File: config.mk
export PLATFORM = sky130hd
export DESIGN_NAME = debug_packet_deframer_top
export DESIGN_NICKNAME = d
export VERILOG_FILES = /design/src/sv/dpd_pkg.sv /design/src/sv/dpd_hex_decode.sv /design/src/sv/debug_packet_deframer_top.sv
export SDC_FILE = /design/constraint.sdc
export NUM_CORES = 1
export LEC_CHECK = 0
export CAP_MARGIN = 20
export CORE_MARGIN = 1
export CORE_UTILIZATION = 40
export CTS_CLUSTER_SIZE = 30
export DETAILED_ROUTE_END_ITERATION = 8
export DONT_BUFFER_PORTS = 1
export GPL_ROUTABILITY_DRIVEN = 0
export HOLD_SLACK_MARGIN = 0.08
export SLEW_MARGIN = 20
export SYNTH_ARGS = -nofsm -noshare
export SYNTH_HDL_FRONTEND = slang
export SYNTH_HIERARCHICAL = 1
export SYNTH_SLANG_ARGS = --single-unit
File: constraint.sdc
create_clock -name clock -period 3.53 [get_ports clock]
set_input_delay 0.353 -clock clock [delete_from_list [all_inputs] [get_ports clock]]
set_output_delay 0.353 -clock clock [all_outputs]
set_load 0.02 [all_outputs]
File: src/sv/dpd_pkg.sv
`timescale 1ns / 1ps

package dpd_pkg;

   // Longest payload that is passed on before a packet is flagged as too long.
   localparam int MaxPayload = 128;
   localparam int CountWidth = $clog2(MaxPayload + 1);

   // Framing marks and acknowledge characters.
   localparam logic [7:0] MARK_START = 8'h24;
   localparam logic [7:0] MARK_END   = 8'h23;
   localparam logic [7:0] ACK_GOOD   = 8'h2b;
   localparam logic [7:0] ACK_BAD    = 8'h2d;

   // ASCII bases for hex digit decoding.
   localparam logic [7:0] CHAR_ZERO    = 8'h30;
   localparam logic [7:0] CHAR_UPPER_A = 8'h41;
   localparam logic [7:0] CHAR_LOWER_A = 8'h61;

   // Result kinds.
   localparam logic [1:0] KIND_PAYLOAD   = 2'd0;
   localparam logic [1:0] KIND_GOOD      = 2'd1;
   localparam logic [1:0] KIND_BAD_SUM   = 2'd2;
   localparam logic [1:0] KIND_TOO_LONG  = 2'd3;

   // Decoded checksum digit; the nibble is zero when the character is not hex.
   typedef struct packed {
      logic       is_hex;
      logic [3:0] nibble;
   } hex_digit_type;

endpackage

File: src/sv/dpd_hex_decode.sv
`timescale 1ns / 1ps

module dpd_hex_decode (
   input  logic [7:0]             char_in,
   output dpd_pkg::hex_digit_type digit
);
   import dpd_pkg::*;

   logic [7:0] off_digit;
   logic [7:0] off_upper;
   logic [7:0] off_lower;

   assign off_digit = char_in - CHAR_ZERO;
   assign off_upper = char_in - CHAR_UPPER_A;
   assign off_lower = char_in - CHAR_LOWER_A;

   // The subtractions wrap for characters below each base, so a single
   // unsigned compare checks both ends of each range.
   always_comb begin
      digit = '0;
      if (off_lower < 8'd6) begin
         digit.is_hex = 1'b1;
         digit.nibble = off_lower[3:0] + 4'd10;
      end else if (off_digit < 8'd10) begin
         digit.is_hex = 1'b1;
         digit.nibble = off_digit[3:0];
      end else if (off_upper < 8'd6) begin
         digit.is_hex = 1'b1;
         digit.nibble = off_upper[3:0] + 4'd10;
      end
   end

endmodule

File: src/sv/debug_packet_deframer_top.sv
`timescale 1ns / 1ps

// Receive-side deframer for remote-debug serial packets of the form
// '$' payload '#' hex hex. One received byte is taken per request transaction,
// and the block accepts a byte in every clock cycle as long as the result
// register is free or is being emptied in the same cycle; a byte is fully
// handled in the cycle it is accepted and its result, if any, appears on the
// response side in the next cycle. Bytes before '$' are dropped silently. Each
// payload byte is echoed as a response transaction of kind 0 and added to an
// 8-bit modulo-256 sum. The second checksum digit closes the packet with one
// response transaction marked last: kind 1 (good, ack '+'), kind 2 (checksum
// mismatch or non-hex digit, ack '-'), or kind 3 (payload longer than
// MaxPayload, ack '-'). Bytes past MaxPayload give no response but still
// enter the sum. Markers and checksum digits produce no response of their own.
// req_stall is high only while a result is held and the response side stalls.

module debug_packet_deframer_top (
   input  logic       clock,
   input  logic       reset,
   input  logic       req_valid,
   output logic       req_stall,
   input  logic [7:0] req_rx_byte,
   output logic       rsp_valid,
   input  logic       rsp_stall,
   output logic [1:0] rsp_kind,
   output logic [7:0] rsp_payload_byte,
   output logic [7:0] rsp_ack_byte,
   output logic [7:0] rsp_payload_length,
   output logic [7:0] rsp_sent_checksum,
   output logic [7:0] rsp_computed_checksum,
   output logic       rsp_last
);
   import dpd_pkg::*;

   // Packet phases.
   localparam logic [1:0] PH_IDLE = 2'd0;
   localparam logic [1:0] PH_BODY = 2'd1;
   localparam logic [1:0] PH_HI   = 2'd2;
   localparam logic [1:0] PH_LO   = 2'd3;

   // Packet state.
   logic [1:0]            phase_ff, phase_in;
   logic [7:0]            sum_ff, sum_in;
   logic [3:0]            high_digit_ff, high_digit_in;
   logic                  digit_invalid_ff, digit_invalid_in;
   logic [CountWidth-1:0] count_ff, count_in;
   logic                  overflowed_ff, overflowed_in;

   // Result register.
   logic       rsp_valid_ff;
   logic [1:0] kind_ff, kind_in;
   logic [7:0] payload_ff, payload_in;
   logic [7:0] ack_ff, ack_in;
   logic [7:0] length_ff, length_in;
   logic [7:0] sent_ff, sent_in;
   logic [7:0] computed_ff, computed_in;
   logic       last_ff, last_in;
   logic       produce;

   logic          accept;
   hex_digit_type digit;
   logic [7:0]    sent_sum;

   dpd_hex_decode u_hex (
      .char_in (req_rx_byte),
      .digit   (digit)
   );

   // The result register frees up in the same cycle it is read out, so a
   // stalled response side is the only thing that holds back new bytes.
   assign req_stall = rsp_valid_ff && rsp_stall;
   assign accept    = req_valid && !req_stall;
   assign sent_sum  = {high_digit_ff, digit.nibble};

   always_comb begin
      phase_in         = phase_ff;
      sum_in           = sum_ff;
      high_digit_in    = high_digit_ff;
      digit_invalid_in = digit_invalid_ff;
      count_in         = count_ff;
      overflowed_in    = overflowed_ff;
      produce          = 1'b0;
      kind_in          = KIND_PAYLOAD;
      payload_in       = '0;
      ack_in           = '0;
      length_in        = '0;
      sent_in          = '0;
      computed_in      = '0;
      last_in          = 1'b0;

      case (phase_ff)
         PH_IDLE: begin
            if (req_rx_byte == MARK_START) begin
               sum_in           = '0;
               high_digit_in    = '0;
               digit_invalid_in = 1'b0;
               count_in         = '0;
               overflowed_in    = 1'b0;
               phase_in         = PH_BODY;
            end
         end
         PH_BODY: begin
            if (req_rx_byte == MARK_END) begin
               phase_in = PH_HI;
            end else begin
               sum_in = sum_ff + req_rx_byte;
               if (count_ff >= CountWidth'(MaxPayload)) begin
                  overflowed_in = 1'b1;
               end else begin
                  count_in   = count_ff + CountWidth'(1);
                  produce    = 1'b1;
                  payload_in = req_rx_byte;
               end
            end
         end
         PH_HI: begin
            high_digit_in = digit.nibble;
            if (!digit.is_hex) begin
               digit_invalid_in = 1'b1;
            end
            phase_in = PH_LO;
         end
         default: begin
            if (!digit.is_hex) begin
               digit_invalid_in = 1'b1;
            end
            produce = 1'b1;
            if (overflowed_ff) begin
               kind_in = KIND_TOO_LONG;
            end else if (!digit.is_hex || digit_invalid_ff || sent_sum != sum_ff) begin
               kind_in = KIND_BAD_SUM;
            end else begin
               kind_in = KIND_GOOD;
            end
            ack_in      = (kind_in == KIND_GOOD) ? ACK_GOOD : ACK_BAD;
            length_in   = 8'(count_ff);
            sent_in     = sent_sum;
            computed_in = sum_ff;
            last_in     = 1'b1;
            phase_in    = PH_IDLE;
         end
      endcase
   end

   always_ff @(posedge clock) begin
      if (reset) begin
         phase_ff         <= PH_IDLE;
         sum_ff           <= '0;
         high_digit_ff    <= '0;
         digit_invalid_ff <= 1'b0;
         count_ff         <= '0;
         overflowed_ff    <= 1'b0;
      end else if (accept) begin
         phase_ff         <= phase_in;
         sum_ff           <= sum_in;
         high_digit_ff    <= high_digit_in;
         digit_invalid_ff <= digit_invalid_in;
         count_ff         <= count_in;
         overflowed_ff    <= overflowed_in;
      end
   end

   always_ff @(posedge clock) begin
      if (reset) begin
         rsp_valid_ff <= 1'b0;
      end else if (accept && produce) begin
         rsp_valid_ff <= 1'b1;
      end else if (!rsp_stall) begin
         rsp_valid_ff <= 1'b0;
      end
   end

   // Payload fields carry no reset; they are qualified by rsp_valid.
   always_ff @(posedge clock) begin
      if (accept && produce) begin
         kind_ff     <= kind_in;
         payload_ff  <= payload_in;
         ack_ff      <= ack_in;
         length_ff   <= length_in;
         sent_ff     <= sent_in;
         computed_ff <= computed_in;
         last_ff     <= last_in;
      end
   end

   assign rsp_valid             = rsp_valid_ff;
   assign rsp_kind              = kind_ff;
   assign rsp_payload_byte      = payload_ff;
   assign rsp_ack_byte          = ack_ff;
   assign rsp_payload_length    = length_ff;
   assign rsp_sent_checksum     = sent_ff;
   assign rsp_computed_checksum = computed_ff;
   assign rsp_last              = last_ff;

endmodule

=== Yosys cells after proc, flatten, opt, wreduce, memory -nomap -nowiden ===
Cells that the tools add are included.

* Add/subtract/negate cells: 7
* $lt $le $gt $ge: 4
* Equality and inequality tests: 13
* Mux-type cells: 30
* Bitwise gates (word level): 1
* Reduce and logical (&&, ||, !) cells: 19

{| class="wikitable"
|+ Operators by type and width
! cell !! count
|-
| 2-to-1 mux 8 bit || 4
|-
| one-hot mux 8 bit (2 select lines) || 2
|-
| == test 8 x 6 -> 1 bit (second input constant) || 2
|-
| less-than comparator 8 x 3 -> 1 bit (second input constant) || 2
|-
| subtractor 8 x 7 -> 8 bit (second input constant) || 2
|-
| 2-to-1 mux 5 bit || 3
|-
| 2-to-1 mux 2 bit || 5
|-
| inequality test 2 bit (second input constant) || 5
|-
| AND reduction 5 bit || 2
|-
| 2-to-1 mux 1 bit || 9
|-
| adder 4 bit (second input constant) || 2
|-
| adder 8 x 1 -> 8 bit (second input constant) || 1
|-
| adder 8 bit || 1
|-
| greater-or-equal comparator 8 bit (second input constant) || 1
|-
| less-than comparator 8 x 4 -> 1 bit (second input constant) || 1
|-
| inequality test 8 bit || 1
|-
| one-hot mux 4 bit (2 select lines) || 1
|-
| AND reduction 4 bit || 2
|-
| subtractor 8 x 6 -> 8 bit (second input constant) || 1
|-
| one-hot mux 1 bit (2 select lines) || 3
|-
| one-hot mux 2 bit (3 select lines) || 1
|-
| AND reduction 3 bit || 2
|-
| OR reduction 3 bit || 2
|-
| == test 2 x 1 -> 1 bit (second input constant) || 2
|-
| other kinds (11) || 17
|}

* Flip-flop bits (word level): 68
* Output and inout bits: 45
* Word-level logic and storage cells: 88

=== Logic depth before layout (Yosys ltp) ===
Gate-level depths: netlist of the first run.

* Depth after elaboration: 13
* Mapped depth: 12

=== Hierarchy ===
Netlist of the first run, hierarchy kept.

{| class="wikitable"
|+ Modules (own cells, without submodules)
! module !! instances !! cells each !! area an instance (sq um)
|-
| debug_packet_deframer_top || 1 || 280 || 3,085.5
|-
| dpd_hex_decode || 1 || 42 || 280.3
|}

=== Worst setup path after synthesis of the first run ===
Ideal clock, no wire load.

* Path kind: flip-flop to flip-flop
* From: reg phase_ff[1]
* To: reg ack_ff[0] (netlist: rsp_ack_byte[0]), enable pin
* Library setup time: 433 ps
* Arrival time: 2,924 ps
* Required time: 3,097 ps
* Slack: 173 ps
* Stages on the path, launching flop included: 8
* Buffers on the path: 0
* Clock period less this slack: 3,357 ps
* Path through: dfxtp_1 -> inv_1 -> ha_1 -> inv_1 -> a31o_2 -> nor2_1 -> nor2_1 -> nor2_1

* Longest elaborated chain between the ends: 4
* Elaborated cells between the ends (all ways): 6
* Those cells by class: 2 x eq/ne; 1 x mux; 3 x reduce/logical

{| class="wikitable"
|+ Ends and longest elaborated chain
! what !! RTL line !! text
|-
| start, declared || debug_packet_deframer_top.sv:42 || <nowiki>logic [1:0] phase_ff, phase_in;</nowiki>
|-
| start signal, assigned || debug_packet_deframer_top.sv:154 || <nowiki>phase_ff <= phase_in;</nowiki>
|-
| == test 2 bit / logical NOT 2 bit (equally long branches) || debug_packet_deframer_top.sv:91 || <nowiki>case (phase_ff)</nowiki>
|-
| OR reduction 2 bit (no source line) || n/a ||
|-
| one-hot mux 1 bit (2 select lines) * || debug_packet_deframer_top.sv:91 ||
|-
| logical AND 1 bit * || debug_packet_deframer_top.sv:175 || <nowiki>if (accept && produce) begin</nowiki>
|-
| end signal, assigned || debug_packet_deframer_top.sv:178 || <nowiki>ack_ff <= ack_in;</nowiki>
|-
| end, declared || debug_packet_deframer_top.sv:53 || <nowiki>logic [7:0] ack_ff, ack_in;</nowiki>
|}

Every way passes the cells marked *; elsewhere a longest branch is shown, timed or not.
A chain may end at the register's enable or synchronous reset.

==> impl_metrics.env, run 1 <==
export IMPL_critical_path_max_fanout=11
export IMPL_final_hold_worst_slack_ns=0.174
export IMPL_synth_top_area_cell="edfxtp_1"
export IMPL_synth_async_sr_flop_share_pct=0
export IMPL_max_cap_violations=0
export IMPL_timing_final_max_slew_violations=0
export IMPL_fillCellCount=770
export IMPL_antenna_violating_nets_post_route=0
export IMPL_flow_area_growth_from_synthesis_pct=9.81
export IMPL_power_density_nw_per_um2=416
export IMPL_worst_ep_arrival_time_ns=3.05
export IMPL_synth_area_top_cells="edfxtp_1, dfxtp_1, and2_1, ha_1, nor2_1"
export IMPL_tritoncts_clock_tree="done"
export IMPL_finalClockSkew_ns=0.00844
export IMPL_die_area_um2=8790
export IMPL_effective_utilization_at_floorplan_pct=41.2
export IMPL_totalNegativeSetupSlack_ns=0
export IMPL_final_setup_vio_count=0
export IMPL_worstSkewPairLatency_ns=0.34
export IMPL_post_drt_wl_per_cell_um=16.7
export IMPL_postSynthAreaPerCell_um2=10.5
export IMPL_ctsLongestPathBuffers=2
export IMPL_ctsHoldBuffers=1
export IMPL_post_place_cells=419
export IMPL_synth_cell_type_count=59
export IMPL_post_cts_setup_buffers=0
export IMPL_postSynthCellCount=322
export IMPL_first_pass_iters=4
export IMPL_ctsHtreeMaxLevel=3
export IMPL_syn_cell_area_um2=3370
export IMPL_grt_setup_unrepaired="false"
export IMPL_timing_worst_slew_pin_value_ns=0.748
export IMPL_number_of_enable_type_register_cells_in_the_synthesized_netlist=38
export IMPL_drt_initial_drc_count=152
export IMPL_finalWorstPathRequiredPeriod_ns=2.98
export IMPL_critPathRequiredTime_ns=3.60
export IMPL_drc_errors=0
export IMPL_synth_ff_latch_count=63
export IMPL_finish_cell_count_without_fillers=436
export IMPL_crit_type="input pin to flop"
export IMPL_dp_hpwl_um=5080
export IMPL_synth_main_ff_cell="edfxtp_1"
export IMPL_peakVddDrop_mv=0.216
export IMPL_fmax_mhz=336
export IMPL_final_hold_viol_count=0
export IMPL_synth_sequential_area_ratio_pct=48.8
export IMPL_grt_pass1_wl_um=11700
export IMPL_clockRootBuffer="clkbuf_8"
export IMPL_final_period_utilization_pct=84.3
export IMPL_port_buffers=0
export IMPL_grt_ovfl_total=0
export IMPL_num_io_pins=57
export IMPL_grt_pass1_vias=2237
export IMPL_layout_common_cells="edfxtp_1, and2_1, dfxtp_1, nor2_1, inv_1"
export IMPL_worst_setup_path_end_kind="flop"
export IMPL_finalWirelength_um=7290
export IMPL_layout_drive_gt1_share_pct=9.37
export IMPL_cts_inserted_buffers=9
export IMPL_path_clk_slew_ns=0.08
export IMPL_outcome="finished clean"
export IMPL_final_common_cell="edfxtp_1"
export IMPL_yosysTopAreaCellShare_pct=33.9
export IMPL_die_width_um=93.7
export IMPL_startpoint_type="input pin"
export IMPL_p_leak_nw=1.35
export IMPL_worst_hold_path_type="input pin to flop"
export IMPL_global_route_usage_total_pct=17.6
export IMPL_route_vias_total=2378
export IMPL_cts_resized_gates=0
export IMPL_core_rowCount=33
export IMPL_antennaDiodeCount=0
export IMPL_post_drt_via_cell_ratio=5.45
export IMPL_floorplan_die_height_um=93.7
export IMPL_core_um2=8180
export IMPL_slew_limit_headroom_pct=50.2
export IMPL_clock_sink_count=63
export IMPL_count_of_synthesis_stage_warnings_from_yosys=6
export IMPL_largest_net_degree_at_the_start_of_global_routing=31
export IMPL_num_nets_final=354
export IMPL_antenna_found_initial=0
## flip-flops by register name, indices dropped and copies added (netlist names), 3 cells and up
| signal | count |
|---|---|
| rsp_computed_checksum | 8 |
| high_digit_ff | 4 |
| sum_ff | 8 |
| rsp_payload_byte | 8 |
| count_ff | 8 |
| rsp_ack_byte | 3 |
| rsp_payload_length | 8 |
| rsp_sent_checksum | 8 |
## where the power goes
group | leakage, nW | switching [W] | total (W) | internal, W
clock network | 0.102 | 0.000301 | 0.000697 | 0.000395
registers | 0.552 | 0.00000268 | 0.000775 | 0.000772
logic | 0.692 | 0.0000409 | 0.0000669 | 0.0000260
## metal layers
layer	part of all wire [%]	routed length [um]	track usage, %
met5	0	0	0
met3	5.9	430	3.96
met2	43	3160	25.5
met1	49	3550	24.4
met4	2.0	148	8.97
## cell families (layout without fill, tap and decap cells)
logic type	Yosys count	count (layout)	synth area share [%]
other	1	3	0.111
AND/OR/NAND/NOR	132	132	23.0
adder cells (fa/ha/maj)	16	16	6.17
AO/OA/AOI/OAI	63	63	13.4
flip-flops	63	63	48.8
buffers and inverters	30	37	3.98
XOR/XNOR	15	15	3.90
multiplexers	2	2	0.595
## Yosys cell counts, types with 2 or more instances
library cell	instances
or3_1	5
nand3_1	11
buf_4	5
mux2i_1	2
a211o_1	2
nand2b_1	7
a22oi_1	5
a21oi_1	16
a21o_1	4
nor3_1	5
o21ai_0	11
a311oi_1	2
nand2_1	13
xnor2_1	7
o21a_1	2
ha_1	15
and2_1	33
dfxtp_1	25
clkbuf_1	5
or4_1	3
nor2_1	25
nor2b_1	3
buf_2	2
inv_1	18
edfxtp_1	38
o21ai_1	3
o211ai_1	2
nand4_1	7
nor4_1	5
a32oi_1	5
xor2_1	8
## critical path, cell delays in order
cell       delay (ns)
inv_1            0.04
ha_1             0.23
o21ai_0          0.21
a2111oi_4        0.36
mux2i_1          0.26
o21ai_2          0.11
o21ai_0          0.37
xor2_1           0.14
nor4_1           0.30
nand4_1          0.17
nor4_1           0.40
nor2b_1          0.09
## per-stage QoR
step	worst slack, ns	instance area (um^2)	power, W	util (%)
after floorplan	0.173	3370	0.000851	-
after global placement	0.429	3470	0.000854	42.5
after detailed placement	0.237	3470	0.000855	42.5
after CTS	0.571	3700	0.00155	45.2
after global routing	0.241	3700	0.00159	45.2
final	0.555	3700	0.00154	45.2
## path summary, 6_finish.rpt
path | startpoint | slack (ns) | cells past startpoint | end
setup / recovery | req_rx_byte[0] | 0.55 | 12 | rsp_kind[1]$_SDFFCE_PN0P_
hold / removal | req_valid | 0.17 | 2 | rsp_valid$_SDFFE_PP0P_
hold reg to reg | overflowed_ff$_SDFFE_PP0P_ | 0.51 | 1 | overflowed_ff$_SDFFE_PP0P_
setup reg to reg | phase_ff[1]$_SDFFE_PP0P_ | 0.61 | 8 | rsp_sent_checksum[4]$_SDFFCE_PN0P_
## cell type report
cell class                 instances  area [um^2]  area share [%]
clock buffer                      10          128            3.45
clock inverter                     6         85.1            2.30
inverter                          18         67.6            1.83
multi-input combinational        231         1610            43.4
sequential                        63         1640            44.4
tap                              105          131            3.55
timing repair buffer               3         37.5            1.02
Note: power is estimated with default switching activity, not from simulation.
==> inputs of run 2 (changes only) <==
Clock period 3.53 ns to 2.75 ns, I/O delays scaled along.
==> impl_metrics.env, run 2 (synthesis gave the netlist of run 1 again) <==
export IMPL_outcome="finished clean"
export IMPL_power_frac_seq_pct=51.3
export IMPL_clockRootBuffer="clkbuf_8"
export IMPL_post_cts_setup_buffers=0
export IMPL_post_drt_via_cell_ratio=5.37
export IMPL_num_io_pins=57
export IMPL_dp_slack_ns=-0.288
export IMPL_multi_input_comb_area_um2=1620
export IMPL_grt_pass1_wl_um=11600
export IMPL_final_setup_vio_count=0
export IMPL_final_period_utilization_pct=92.4
export IMPL_critical_path_max_stage_delay_ns=0.35
export IMPL_largest_net_degree_at_the_start_of_global_routing=31
export IMPL_drc_errors=0
export IMPL_antenna_violating_nets_post_route=0
export IMPL_finalCoreUtilization_pct=46.0
export IMPL_post_route_worst_setup_slack_ns=0.210
export IMPL_critPathMostFrequentCell="o21ai_2"
export IMPL_grt_setup_unrepaired="false"
export IMPL_critical_path_max_fanout=11
export IMPL_dp_hpwl_um=5020
export IMPL_num_nets_final=362
export IMPL_grt_ovfl_total=0
export IMPL_layout_drive_gt1_share_pct=11.8
export IMPL_ctsLongestPathBuffers=2
export IMPL_timing_worst_slew_pin_value_ns=0.811
export IMPL_floorplan_die_height_um=93.7
export IMPL_route_vias_total=2381
export IMPL_layout_common_cells="edfxtp_1, and2_1, dfxtp_1, nor2_1, inv_1"
export IMPL_fmax_mhz=394
export IMPL_p_leak_nw=1.39
export IMPL_p_sw_share_pct=21.1
export IMPL_power_share_combinational_pct=4.8
export IMPL_tritoncts_clock_tree="done"
export IMPL_worstSkewPairLatency_ns=0.34
export IMPL_effective_utilization_at_floorplan_pct=41.2
export IMPL_fillCellCount=749
export IMPL_ctsHtreeMaxLevel=3
export IMPL_worst_setup_path_end_kind="flop"
export IMPL_max_cap_violations=0
export IMPL_post_drt_wl_per_cell_um=16.2
export IMPL_final_seq_area_um2=1640
export IMPL_slew_limit_headroom_pct=45.9
export IMPL_finalWorstPathRequiredPeriod_ns=2.54
export IMPL_global_route_usage_total_pct=17.5
export IMPL_antennaDiodeCount=0
export IMPL_crit_type="input pin to flop"
export IMPL_die_width_um=93.7
export IMPL_antenna_found_initial=0
export IMPL_timing_final_max_slew_violations=0
export IMPL_core_rowCount=33
export IMPL_cts_inserted_buffers=9
export IMPL_slowest_stage_cell_crit_path="a2111oi_4"
export IMPL_port_buffers=0
export IMPL_finalWirelength_um=7200
export IMPL_worst_ep_arrival_time_ns=2.63
export IMPL_grt_pass1_vias=2279
export IMPL_finalClockSkew_ns=0.00972
export IMPL_core_um2=8180
export IMPL_switch_pwr_w=0.000410
export IMPL_path_cells="inv_1 -> ha_1 -> o21ai_0 -> a2111oi_4 -> mux2i_1 -> o21ai_2 -> o21ai_2 -> xor2_1 -> nor4_1 -> nand4_1 -> nor4_2 -> buf_4 -> nor2b_1"
export IMPL_post_place_cells=427
export IMPL_die_area_um2=8790
export IMPL_critPathRequiredTime_ns=2.84
export IMPL_critical_path_top_delay_family="compound AO/OA/AOI/OAI gates"
export IMPL_startpoint_type="input pin"
export IMPL_power_density_nw_per_um2=516
export IMPL_finish_cell_count_without_fillers=443
export IMPL_final_hold_viol_count=0
export IMPL_drt_initial_drc_count=157
export IMPL_peakVddDrop_mv=0.279
export IMPL_first_pass_iters=4
export IMPL_power_internal_w=0.00153
export IMPL_pwr_share_clk_pct=43.9
export IMPL_worst_hold_path_type="input pin to flop"
export IMPL_clock_sink_count=63
export IMPL_final_common_cell="edfxtp_1"
export IMPL_path_buf_inv=2
export IMPL_path_clk_slew_ns=0.07
export IMPL_flow_area_growth_from_synthesis_pct=11.7
run 2: changes by cell type in the layout (fill, tap and decap cells not counted):
cell	before	now
nor4_2	0	1
clkinv_1	0	1
o21ai_2	1	3
nor4_1	5	4
o21ai_0	11	8
clkinvlp_4	2	0
buf_4	1	9
o21ai_1	3	4
run 2: path summary, 6_finish.rpt:
| kind | depth (start not counted) | startpoint | slack [ns] | endpoint |
|---|---|---|---|---|
| setup / recovery | 13 | req_rx_byte[0] | 0.21 | rsp_ack_byte[2]$_SDFFCE_PN0P_ |
| hold / removal | 2 | req_valid | 0.12 | rsp_valid$_SDFFE_PP0P_ |
| setup reg to reg | 7 | phase_ff[1]$_SDFFE_PP0P_ | 0.43 | rsp_sent_checksum[4]$_SDFFCE_PN0P_ |
| hold reg to reg | 2 | count_ff[6]$_SDFFE_PP0P_ | 0.50 | count_ff[6]$_SDFFE_PP0P_ |
run 2: power by group through the flow:
stage	sequential, W	clock [W]	combinational [W]
after detailed placement	0.00102	0	0.0000860
after global routing	0.000995	0.000909	0.000105
after floorplan	0.00102	0	0.0000767
final	0.000995	0.000851	0.0000936
after CTS	0.000995	0.000868	0.0000915
after global placement	0.00102	0	0.0000855
run 2: area by class of cell:
type | count | area share (%)
sequential | 63 | 43.7
multi-input combinational | 231 | 43.1
tap | 105 | 3.50
clock buffer | 10 | 3.40
timing repair buffer | 11 | 2.60
clock inverter | 5 | 1.96
inverter | 18 | 1.80
run 2: routing by layer:
layer	wire length [um]	GRT usage, %	vias to the layer above
met2	3110	25.1	78
met5	0	0	-
met1	3510	23.8	1097
li1	-	-	1196
met3	441	4.53	10
met4	133	9.36	0
run 2: stage by stage:
step	power, W	hold WS [ns]	area, um^2	setup TNS [ns]
floorplan	0.00109	0.437	3380	0
global placement	0.00110	0.348	3530	-0.363
detailed placement	0.00110	0.351	3530	-0.879
CTS	0.00195	0.0871	3740	0
global route	0.00201	0.107	3760	0
finish	0.00194	0.116	3760	0
run 2: what timing repair did:
item                                    CTS  global route
endpoints found under the setup margin    0             4
resized for setup                         0             6
hold buffers                              1             0
endpoints found under the hold margin    16             0
==> inputs of run 3 (changes only) <==
Settings changed: ABC_AREA from default to 1.
==> impl_metrics.env, run 3 <==
export IMPL_port_buffers=0
export IMPL_finalWorstPathRequiredPeriod_ns=2.21
export IMPL_worst_setup_path_end_kind="flop"
export IMPL_yosysTopAreaCellShare_pct=31.3
export IMPL_max_cap_violations=0
export IMPL_power_density_nw_per_um2=486
export IMPL_critical_path_max_stage_delay_ns=0.31
export IMPL_synth_cell_type_count=33
export IMPL_ctsLongestPathBuffers=2
export IMPL_post_drt_wl_per_cell_um=13.1
export IMPL_reg2reg_setup_slack_ns=0.71
export IMPL_final_period_utilization_pct=80.5
export IMPL_ys_top_cells_by_count="nand2_1, inv_1, nand3_1"
export IMPL_layout_common_cells="nand2_1, inv_1, nand3_1, edfxtp_1, a21oi_1"
export IMPL_first_pass_iters=5
export IMPL_timing_rr_end="rsp_sent_checksum[3]$_SDFFCE_PN0P_"
export IMPL_ctsHoldBuffers=1
export IMPL_peakVddDrop_mv=0.226
export IMPL_grt_ovfl_total=0
export IMPL_clockRootBuffer="clkbuf_8"
export IMPL_final_hold_viol_count=0
export IMPL_post_dp_cell_area_um2=3740
export IMPL_num_nets_final=501
export IMPL_worst_ep_arrival_time_ns=2.29
export IMPL_synth_async_sr_flop_share_pct=0
export IMPL_critPathMostFrequentCell="nand2_1"
export IMPL_count_of_synthesis_stage_warnings_from_yosys=6
export IMPL_final_hold_worst_slack_ns=0.0993
export IMPL_worst_hold_path_type="input pin to flop"
export IMPL_total_power_w=0.00192
export IMPL_syn_cell_area_um2=3650
export IMPL_synth_area_top_cells="edfxtp_1, dfxtp_1, nand2_1, inv_1, nand3_1"
export IMPL_rr_worst_depth=7
export IMPL_drc_errors=0
export IMPL_critical_path_reg2reg_startpoint="phase_ff[1]$_SDFFE_PP0P_"
export IMPL_final_common_cell="nand2_1"
export IMPL_timing_final_max_slew_violations=0
export IMPL_worstSkewPairLatency_ns=0.34
export IMPL_path_buf_inv=3
export IMPL_multi_input_comb_area_um2=1650
export IMPL_cts_resized_gates=0
export IMPL_totalNegativeSetupSlack_ns=0
export IMPL_timing_worst_slew_pin_value_ns=0.937
export IMPL_slowest_stage_cell_crit_path="nor3_1"
export IMPL_num_io_pins=57
export IMPL_core_um2=8760
export IMPL_core_rowCount=34
export IMPL_grt_pass1_wl_um=13100
export IMPL_antennaDiodeCount=0
export IMPL_antenna_violating_nets_post_route=0
export IMPL_synth_sequential_area_ratio_pct=45.0
export IMPL_synth_ff_latch_count=63
export IMPL_fillCellCount=871
export IMPL_effective_utilization_at_floorplan_pct=41.6
export IMPL_min_delay_path_depth=3
export IMPL_die_area_um2=9500
export IMPL_grt_setup_unrepaired="false"
export IMPL_startpoint_of_the_most_critical_hold_path="reset"
export IMPL_dp_hpwl_um=5590
export IMPL_cts_inserted_buffers=9
export IMPL_grt_pass1_vias=2633
export IMPL_synth_top_area_cell="edfxtp_1"
export IMPL_number_of_enable_type_register_cells_in_the_synthesized_netlist=38
export IMPL_whs_endpoint="overflowed_ff$_SDFFE_PP0P_"
export IMPL_die_width_um=97.5
export IMPL_final_seq_area_um2=1640
export IMPL_global_route_usage_total_pct=17.4
export IMPL_slew_limit_headroom_pct=37.3
export IMPL_path_cells="inv_2 -> ha_1 -> inv_1 -> nor2_1 -> nand2_2 -> nand3_1 -> nand2_1 -> nor2_4 -> nand4_1 -> nand3_1 -> inv_1 -> nand2_1 -> o21ai_0 -> nor2_1 -> nand2_1 -> nor3_1 -> a21oi_1"
export IMPL_crit_type="input pin to flop"
export IMPL_finalClockSkew_ns=0.0107
export IMPL_ctsHtreeMaxLevel=3
export IMPL_flow_area_growth_from_synthesis_pct=8.30
export IMPL_leading_cell_type_by_number_of_instances_after_synthesis="nand2_1"
export IMPL_clock_sink_count=63
export IMPL_tritoncts_clock_tree="done"
export IMPL_fmax_mhz=451
export IMPL_layout_cell_area_non_filler_um2=3950
export IMPL_outcome="finished clean"
export IMPL_critical_path_max_fanout=7
export IMPL_postSynthAreaPerCell_um2=7.79
export IMPL_route_vias_total=2914
export IMPL_antenna_found_initial=0
export IMPL_largest_net_degree_at_the_start_of_global_routing=39
export IMPL_postSynthCellCount=468
export IMPL_post_drt_via_cell_ratio=4.97
export IMPL_floorplan_die_height_um=97.5
export IMPL_post_cts_setup_buffers=0
export IMPL_synth_main_ff_cell="edfxtp_1"
export IMPL_critPathRequiredTime_ns=2.82
export IMPL_final_setup_vio_count=0
export IMPL_critical_path_top_delay_family="simple AND/OR/NAND/NOR gates"
export IMPL_finalWirelength_um=7670
export IMPL_path_clk_slew_ns=0.08
export IMPL_p_leak_nw=1.76
export IMPL_layout_drive_gt1_share_pct=10.9
export IMPL_drt_initial_drc_count=246
export IMPL_startpoint_type="input pin"
-- run 3: cell types whose count changed in the layout (fill, tap and decap cells not counted), moves of 6 or more --
cell and delta:
inv_2 +9, nor2_1 +8, a21oi_1 +18, nand2_2 +12
nand3_1 +33, buf_4 -7, nand2b_1 -7, o21ai_0 -6
nand2_1 +117, and2_1 -32, inv_1 +53
-- run 3: cell families after synthesis --
family / Yosys count / synth area share [%]
adders and majority gates: 16 / 5.70
and+or+nand+nor: 246 / 31.2
other: 1 / 0.103
DFF: 63 / 45.0
buffers and inverters: 92 / 10.0
xor gates and xnor gates: 9 / 2.16
AOI/OAI and AO/OA: 41 / 5.83
-- run 3: final cells by class --
cell class | instances | share of cell area (%)
tap | 108 | 3.42
sequential | 63 | 41.6
clock buffer | 9 | 3.14
clock inverter | 7 | 1.84
timing repair buffer | 3 | 0.634
multi-input combinational | 315 | 41.7
inverter | 81 | 7.70
-- run 3: worst max path at each step --
stage                         from                             to  slack (ns)  cells after the start
floorplan           req_rx_byte[0]  rsp_ack_byte[2]$_SDFFCE_PN0P_        0.48                     15
global placement    req_rx_byte[0]  rsp_ack_byte[2]$_SDFFCE_PN0P_        0.31                     15
detailed placement  req_rx_byte[0]  rsp_ack_byte[2]$_SDFFCE_PN0P_        0.20                     17
CTS                 req_rx_byte[0]  rsp_ack_byte[2]$_SDFFCE_PN0P_        0.55                     15
global route        req_rx_byte[0]  rsp_ack_byte[2]$_SDFFCE_PN0P_        0.31                     17
finish              req_rx_byte[0]  rsp_ack_byte[2]$_SDFFCE_PN0P_        0.54                     17
-- run 3: power breakdown --
part | total (W) | internal, W | switching [W]
logic | 0.000119 | 0.0000377 | 0.0000809
registers | 0.000995 | 0.000992 | 0.00000384
clock network | 0.000806 | 0.000419 | 0.000386
-- run 3: through the flow --
stage	setup WS, ns	utilization, %	cells
final	0.535	45.1	586
after global routing	0.314	45.1	586
after CTS	0.552	45.1	586
after detailed placement	0.202	42.7	569
after global placement	0.306	42.7	569
after floorplan	0.482	-	470
-- run 3: tightest hold or removal path: stages --
cell     delay, ns
inv_1         0.02
nand2_1       0.07
nor2_1        0.04
-- run 3: layer usage --
layer | routed length (um) | part of all wire (%) | global-route usage [%]
met5 | 0 | 0 | 0
met3 | 359 | 4.7 | 4.24
met1 | 3840 | 50 | 24.0
met4 | 144 | 1.9 | 7.69
met2 | 3330 | 43 | 25.8
